<file path="config.mk">
export PLATFORM = sky130hd
export DESIGN_NAME = hbs_ram
export DESIGN_NICKNAME = d
export VERILOG_FILES = /design/src/rtl/core/hbs_ram.sv
export SDC_FILE = /design/constraint.sdc
export NUM_CORES = 1
export LEC_CHECK = 0
export ABC_AREA = 1
export BUFFER_PORTS_ARGS = -buffer_cell sky130_fd_sc_hd__clkbuf_2
export CELL_PAD_IN_SITES_DETAIL_PLACEMENT = 0
export CELL_PAD_IN_SITES_GLOBAL_PLACEMENT = 1
export CORE_UTILIZATION = 52
export DETAILED_ROUTE_END_ITERATION = 10
export PLACE_DENSITY_LB_ADDON = 0.1
export SLEW_MARGIN = 20
export SYNTH_ARGS = -nofsm -noshare
export SYNTH_HDL_FRONTEND = slang
export SYNTH_SLANG_ARGS = --single-unit
</file>
<file path="constraint.sdc">
create_clock -name clk -period 1.9 [get_ports clk]
set_input_delay 0.475 -clock clk [delete_from_list [all_inputs] [get_ports clk]]
set_output_delay 0.475 -clock clk [all_outputs]
set_load 0.02 [all_outputs]
</file>
<file path="src/rtl/core/hbs_ram.sv">
// Generic simple dual-port RAM with registered read.
module hbs_ram #(
    parameter int WIDTH = 8,
    parameter int DEPTH = 16,
    localparam int AW   = $clog2(DEPTH)
) (
    input  logic             clk,
    input  logic             we,
    input  logic [AW-1:0]    waddr,
    input  logic [WIDTH-1:0] wdata,
    input  logic             re,
    input  logic [AW-1:0]    raddr,
    output logic [WIDTH-1:0] rdata
);

    logic [WIDTH-1:0] mem [DEPTH];
    logic [WIDTH-1:0] rdata_reg;

    always_ff @(posedge clk) begin
        if (we) begin
            mem[waddr] <= wdata;
        end
        if (re) begin
            rdata_reg <= mem[raddr];
        end
    end

    assign rdata = rdata_reg;

endmodule

</file>
==> impl_metrics.env <==
export IMPL_start_kind="flip-flop"
export IMPL_max_vdd_ir_drop_mv=0.500
export IMPL_area_growth_pct=14.8
export IMPL_critPathLaunch="rdata[7]"
export IMPL_core_area_um2=10900
export IMPL_outcome="finished, final reports clean"
export IMPL_ff2ff_setup_slack_ps=730
export IMPL_crit_required_ps=1420
export IMPL_initial_core_util_pct=53.7
export IMPL_async_flop_share_pct=0
export IMPL_p_clk_share_pct=42.6
export IMPL_ys_ff_latch=136
export IMPL_synthTopCellsByArea="edfxtp_1 (70%), nand2_1 (11%), nand3_1 (8.3%), inv_1 (6.4%), buf_6 (1.2%)"
export IMPL_p_leak_nw=2.92
export IMPL_p_int_mw=5.21
export IMPL_wl_per_cell_um=17.7
export IMPL_ys_seq_area_share_pct=69.8
export IMPL_p_sw_mw=1.48
export IMPL_use_met3_pct=5.06
export IMPL_hpwl_um=8120
export IMPL_dr_first_iter_drc_count=347
export IMPL_io_pins=27
export IMPL_grt_start_max_net_pins=64
export IMPL_instances_no_fill=749
export IMPL_drive_gt1_share_pct=12.2
export IMPL_cts_buffers=17
export IMPL_synth_top_area_share_pct=69.8
export IMPL_grt_pass1_wl_um=20200
export IMPL_core_rowCount=38
export IMPL_post_synth_num_cell_types=11
export IMPL_crit_slowest_cell="edfxtp_1"
export IMPL_syn_area_per_cell_um2=10.6
export IMPL_dieArea_um2=11700
export IMPL_critPathArrivalTime_ps=1130
export IMPL_syn_inst=551
export IMPL_maxSlewHeadroom_pct=58.0
export IMPL_drtPass1Iterations=5
export IMPL_die_h_um=108
export IMPL_dpl_cell_area_um2=6200
export IMPL_placed_cells=717
export IMPL_nets=615
export IMPL_timing_final_crit_share_pct=84.5
export IMPL_antenna_found_initial=0
export IMPL_postRouteAntennaNets=0
export IMPL_yosys_most_used_dff="edfxtp_1"
export IMPL_totalWireLength_um=13200
export IMPL_setup_violations=0
export IMPL_synth_edf_count=136
export IMPL_cp_cell_sequence="clkbuf_2"
export IMPL_crit_path_end_kind="output port"
export IMPL_place_ws_ps=179
export IMPL_yosysMostFrequentCell="nand2_1"
export IMPL_grt_pass1_vias=3581
export IMPL_ctsHoldBuffers=0
export IMPL_num_antenna_cells=0
export IMPL_pwr_share_comb_pct=6.5
export IMPL_port_buffers=26
export IMPL_rsz0062_at_grt="false"
export IMPL_hp_start="re"
export IMPL_final_fill_count=909
export IMPL_seq_power_share_pct=50.9
export IMPL_cp_max_fo=1
export IMPL_clock_sinks=136
export IMPL_grtUsageTotal_pct=24.8
export IMPL_drv_slew=0
export IMPL_max_cap_violations=0
export IMPL_worst_clock_skew_ps=5.40
export IMPL_cts_resized=0
export IMPL_max_freq_mhz=623
export IMPL_yosysTopAreaCell="edfxtp_1"
export IMPL_die_w_um=108
export IMPL_yosys_warnings=0
export IMPL_synth_common_cells="nand2_1 (173), edfxtp_1 (136), inv_1 (100)"
export IMPL_period_needed_ps=1610
export IMPL_cts_tree="done"
export IMPL_worstReg2RegStart="mem[9][5]"
export IMPL_clk_pin_slew_ps=60
export IMPL_grt_ovfl_total=0
export IMPL_htree_levels=4
export IMPL_tightestPinTransition_ps=630
export IMPL_p_per_area_nw_per_um2=996
export IMPL_met1_usage_pct=36.5
export IMPL_fin_total_pwr_mw=6.68
export IMPL_grt_busiest_layer="met1"
export IMPL_path_buf_inv=1
export IMPL_clock_latency_ps=520
export IMPL_hold_viol=0
export IMPL_syn_area_um2=5850
export IMPL_design_area_um2=6710
export IMPL_num_vias=3840
export IMPL_whs_ps=368
export IMPL_final_util_pct=61.7
export IMPL_clockRootBuffer="clkbuf_8"
export IMPL_hp_class="input port to flip-flop"
export IMPL_viasPerCell=5.13
export IMPL_drcViolationCount=0
export IMPL_critPathMaxStageDelay_ps=420
export IMPL_switching_share_pct=22.1
export IMPL_cpLargestDelayFamily="flip-flops"
export IMPL_place_congestion=0.821
export IMPL_grtUsageMet2_pct=36.3
export IMPL_synth_nets=570
export IMPL_worstSetupPathType="flip-flop to output port"
export IMPL_finalSetupTns_ps=0
export IMPL_post_cts_buffers=0
export IMPL_clk_path_buf_depth=2
export IMPL_largest_register_ffs=128
export IMPL_finalWorstSetupSlack_ps=294
layout make-up:
class	instances	area, µm²	share of cell area, %
sequential	136	4080	60.8
timing repair buffer	50	348	5.18
multi-input combinational	289	1210	18.1
clock buffer	20	425	6.34
inverter	102	383	5.70
tap	140	175	2.61
clock inverter	12	85.1	1.27
logic make-up (layout without fill, tap and decap cells):
group | Yosys count | after routing | synth area share, %
buffers and inverters | 126 | 184 | 9.39
DFF | 136 | 136 | 69.8
and+or+nand+nor | 289 | 289 | 20.8
power by group through the flow:
stage               registers, mW  logic, mW  clock network (mW)
CTS                          3.41      0.437                2.87
floorplan                    3.48      0.237                   0
finish                       3.41      0.434                2.85
global route                 3.41      0.480                2.99
global placement             3.47      0.431                   0
detailed placement           3.47      0.435                   0
cell usage in the layout (no fill, tap or decap), drive strengths merged:
cell type	netlist	routed
nand2	173	173
clkinv	0	9
clkinvlp	0	2
nand3b	2	2
nand3	97	97
bufinv	0	1
inv	102	102
edfxtp	136	136
buf	24	24
nor2	17	17
clkbuf	0	46
routing by layer:
layer	routed length (µm)	share of wire [%]
met3	841	6.4
met5	0	0
met4	253	1.9
met2	5980	45
met1	6150	47
worst paths after layout:
| check | endpoint | cells after the start |
|---|---|---|
| worst max-delay path | rdata[7] | 1 |
| worst min-delay path | rdata[0] | 1 |
| worst max register to register | rdata[5] | 6 |
| worst min register to register | rdata[3] | 6 |
Power figures use the tool's default switching activity.
