===== src/rtl/core/hbs_pkg.sv =====
// Shared types, constants and helpers for the heap sort core.
package hbs_pkg;

    localparam int MAX_ITEMS = 2048;
    localparam int ADDR_W    = $clog2(MAX_ITEMS);
    localparam int CNT_W     = ADDR_W + 1;
    localparam int KEY_W     = 16;
    localparam int PAY_W     = 32;
    localparam int POS_W     = 11;
    localparam int ST_W      = 2;
    localparam int REC_W     = KEY_W + PAY_W;

    localparam logic ACT_LOAD    = 1'b0;
    localparam logic ACT_EXTRACT = 1'b1;

    localparam logic [ST_W-1:0] ST_OK    = 2'd0;
    localparam logic [ST_W-1:0] ST_EMPTY = 2'd1;
    localparam logic [ST_W-1:0] ST_FULL  = 2'd2;

    typedef logic [CNT_W:0] idx_t;

    typedef struct packed {
        logic [KEY_W-1:0] key;
        logic [PAY_W-1:0] payload;
    } rec_t;

    typedef struct packed {
        logic [KEY_W-1:0] key;
        logic [PAY_W-1:0] payload;
        logic [POS_W-1:0] position;
        logic             last;
        logic [ST_W-1:0]  status;
    } result_t;

    typedef struct packed {
        logic              we;
        logic [ADDR_W-1:0] waddr;
        rec_t              wdata;
        logic              re;
        logic [ADDR_W-1:0] raddr;
    } ram_req_t;

    // heap index 1..MAX_ITEMS maps onto RAM address 0..MAX_ITEMS-1
    function automatic logic [ADDR_W-1:0] to_addr(input idx_t idx);
        idx_t a;
        a = idx - idx_t'(1);
        return a[ADDR_W-1:0];
    endfunction

endpackage


===== src/rtl/core/hbs_out.sv =====
// Result output register decoupling the sequencer from the consumer.
module hbs_out
    import hbs_pkg::*;
(
    input  logic             aclk,
    input  logic             aresetn,
    input  logic             res_valid,
    output logic             res_ready,
    input  result_t          res,
    output logic             m_valid,
    input  logic             m_ready,
    output logic [KEY_W-1:0] m_out_key,
    output logic [PAY_W-1:0] m_out_payload,
    output logic [POS_W-1:0] m_position,
    output logic             m_last,
    output logic [ST_W-1:0]  m_status
);

    logic    valid_reg, valid_next;
    result_t data_reg, data_next;

    assign res_ready = !valid_reg || m_ready;

    always_comb begin
        valid_next = valid_reg;
        data_next  = data_reg;
        if (res_ready) begin
            valid_next = res_valid;
            if (res_valid) begin
                data_next = res;
            end
        end
    end

    always_ff @(posedge aclk) begin
        if (!aresetn) begin
            valid_reg <= 1'b0;
        end else begin
            valid_reg <= valid_next;
        end
        data_reg <= data_next;
    end

    assign m_valid       = valid_reg;
    assign m_out_key     = data_reg.key;
    assign m_out_payload = data_reg.payload;
    assign m_position    = data_reg.position;
    assign m_last        = data_reg.last;
    assign m_status      = data_reg.status;

endmodule


===== config.mk =====
export PLATFORM = sky130hd
export DESIGN_NAME = hbs_out
export DESIGN_NICKNAME = d
export VERILOG_FILES = /design/src/rtl/core/hbs_pkg.sv /design/src/rtl/core/hbs_out.sv
export SDC_FILE = /design/constraint.sdc
export NUM_CORES = 1
export LEC_CHECK = 0
export BUFFER_PORTS_ARGS = -buffer_cell sky130_fd_sc_hd__buf_4
export CAP_MARGIN = 10
export CORE_UTILIZATION = 40
export CTS_CLUSTER_SIZE = 20
export DETAILED_ROUTE_END_ITERATION = 8
export GPL_ROUTABILITY_DRIVEN = 0
export PLACE_DENSITY = 0.87
export SETUP_SLACK_MARGIN = 0.15
export SYNTH_ARGS = -nofsm -noshare
export SYNTH_HDL_FRONTEND = slang
export SYNTH_SLANG_ARGS = --single-unit

===== constraint.sdc =====
create_clock -name aclk -period 1.6 [get_ports aclk]
set_clock_uncertainty 0.15 [all_clocks]
set_input_delay 0 -clock aclk [delete_from_list [all_inputs] [get_ports aclk]]
set_output_delay 0 -clock aclk [all_outputs]
set_load 0.05 [all_outputs]

==> flow_metrics.py <==
metrics = {
    "synthesis": {
        "postSynthCellCount": 67,
        "synth_most_common_cell": "edfxtp_1",
        "yosys.area.top_type": "edfxtp_1",
        "synthesis.area_um2": 1920,
        "netlist.area_leader.share": 0.970,
        "synth-seq-area-share": 0.980,
        "ys_warn_count": 0,
        "avgSynthCellArea_um2": 28.6,
        "ys_seq_elements": 63,
        "synthArstFlopShare": 0,
        "synth_cell_types": 6,
        "synthTopCellsByArea": "edfxtp_1 (97%), dfxtp_1 (1.0%), nand2b_4 (0.72%)",
        "synthesis.nets": 133,
        "ys.flop_type": "edfxtp_1",
        "synth_edf_count": 62,
    },
    "die": {
        "initial_utilization": 0.429,
        "rows": 24,
        "fp.dieW_um": 71.3,
        "pin_count": 130,
        "core_region_area_um2": 4470,
        "die-height_um": 71.3,
        "die_area_um2": 5080,
    },
    "power": {
        "p_leak_uw": 0.00163,
        "ir_drop_mv": 0.827,
        "total_power_uw": 4140,
        "p_per_area_nw_per_um2": 1080,
    },
    "critical_path": {
        "arrival_ps": 1450,
        "cp_data_required_time_ps": 1730,
        "cp_num_cells": 3,
        "path_max_fanout": 3,
        "setup.reg_to_reg.worst_slack_ps": 280,
        "crit_slowest_cell": "dlygate4sd3_1",
        "worstSetupPathType": "reg2reg",
        "regToRegStartpoint": "m_valid$_SDFFE_PN0P_",
        "crit_chain": "nand2b_4 -> a21boi_2 -> dlygate4sd3_1",
        "worstReg2RegEnd": "m_valid$_SDFFE_PN0P_",
        "worst_setup_path_start_kind": "flip-flop",
        "critPathTopFamily": "buffers and inverters",
        "max_stage_delay_ps": 550,
        "endpoint_kind": "flip-flop",
        "path_buf_inv": 1,
        "ff2ff_path_depth": 3,
    },
    "run_status": {
        "failed_checks": "design-rule violations",
        "outcome": "finished with violations",
    },
    "sta": {
        "drv_slew": 0,
        "tightest_slew_ps": 175,
        "grt_setup_unrepaired": "false",
        "hold_ws_ps": 121,
        "max_freq_mhz": 760,
        "finalCritPeriodShare": 0.823,
        "max-slew-margin-rel": 0.884,
        "hold_viol_final": 0,
        "setup_viol": 0,
        "fin_crit_ps": 1320,
    },
    "detailed_routing": {
        "routed_wl_mm": 7.29,
        "drcViolationCount": 4,
        "num_vias": 1584,
        "antenna_left": 0,
        "via_per_inst": 4.80,
        "drt_iter0_markers": 120,
        "routedWlPerCell_um": 22.1,
        "firstDrtPassIters": 6,
    },
    "clocking": {
        "clockBufferDepth": 2,
        "cts_tree": "done",
        "cts.sinks": 63,
        "numCtsBuffers": 9,
        "insertion_delay_ps": 340,
        "root_buffer": "clkbuf_8",
        "cts_htree_levels": 3,
        "ctsResizeCount": 0,
        "path_clk_slew_ps": 80,
    },
    "global_routing": {
        "grt_max_degree": 33,
        "grt_overflow": 0,
        "grt_pass1_wl_mm": 10.3,
        "grt_pass1_vias": 1735,
        "antenna_found_initial": 0,
        "grtUsageTotal": 0.305,
    },
    "final_layout": {
        "area_delta_synth_final_pct": 99.3,
        "final_core_util": 0.855,
        "antenna_cells": 0,
        "register_area_um2": 1890,
        "layout-drive-gt1-share": 0.540,
        "multiInputGateArea_um2": 33.8,
        "n_fill_cell": 177,
        "final_nets": 339,
    },
    "min_path": {
        "whs_endpoint": "m_out_key[11]$_DFFE_PP_",
        "min-delay-start": "res_valid",
        "holdPathStages": 3,
        "min_path_type": "in2reg",
    },
    "run": {
        "drv_cap": 0,
    },
    "placed_design": {
        "io_buffers": 129,
    },
}
[area by class of cell]
type	instances	share of cell area
tap	52	0.0170
sequential	63	0.493
clock buffer	9	0.0324
multi-input combinational	3	0.00883
inverter	1	0.000981
timing repair buffer	195	0.431
clock inverter	7	0.0167
[metrics by stage]
stage	setup slack (ps)	TNS (ps)	instances	area (µm²)
final	284	0	330	3820
after CTS	301	0	330	3820
after detailed placement	338	0	250	3000
after global routing	265	0	330	3820
after global placement	373	0	250	3000
after floorplan	-79.5	-4930	67	1920
[sequential cells by signal, indices dropped and copies added (netlist names)]
signal / flops
m_out_payload: 32
m_out_key: 16
m_position: 11
m_status: 2
m_last: 1
m_valid: 1
[layout by cell type, fill, tap and decap left out]
cell type and n:
clkinvlp_4 2, and2_4 1, nand2b_4 1, clkinv_2 3
clkbuf_8 9, bufinv_16 1, clkinv_1 1, buf_12 2
edfxtp_1 62, dlygate4sd3_1 64, buf_4 129, dfxtp_4 1
a21boi_2 1, inv_1 1
[how the worst max path moves through the flow]
stage / start / end / slack (ps)
floorplan: m_valid$_SDFFE_PN0P_ / m_last$_DFFE_PP_ / -80
global placement: m_valid$_SDFFE_PN0P_ / m_position[5]$_DFFE_PP_ / 370
detailed placement: m_valid$_SDFFE_PN0P_ / m_out_key[12]$_DFFE_PP_ / 340
CTS: m_valid$_SDFFE_PN0P_ / m_valid$_SDFFE_PN0P_ / 300
global route: m_valid$_SDFFE_PN0P_ / m_valid$_SDFFE_PN0P_ / 270
finish: m_valid$_SDFFE_PN0P_ / m_valid$_SDFFE_PN0P_ / 280
[logic make-up after synthesis]
logic type	after synthesis	synth area share
AO/OA/AOI/OAI	1	0.00587
buffers and inverters	1	0.00195
flip-flops	63	0.980
AND/OR/NAND/NOR	2	0.0117
[where the power goes]
part | total, µW | internal, µW | leakage (µW) | switching [µW]
registers | 1970 | 1930 | 0.000609 | 41.2
logic | 819 | 333 | 0.000927 | 485
clock network | 1350 | 705 | 0.0000924 | 649
total | 4140 | 2970 | 0.00163 | 1180
[metal layers]
layer  wire length, µm  share of wire  GRT usage  vias to the layer above
met2              3790           0.52      0.517                      107
li1                  -              -          -                      680
met5                 0              0          0                        -
met1              2680           0.37      0.356                      785
met4               127          0.017     0.0911                        0
met3               693          0.095      0.127                       12
[what timing repair did]
action / CTS / global route
endpoints found under the hold margin: 63 / 0
buffers inserted: 0 / 0
hold buffers: 64 / 0
[tightest hold or removal path: stages]
cell and delay, ps:
buf_4 90, and2_4 170, buf_12 200
Note: power is estimated with default switching activity, not from simulation.
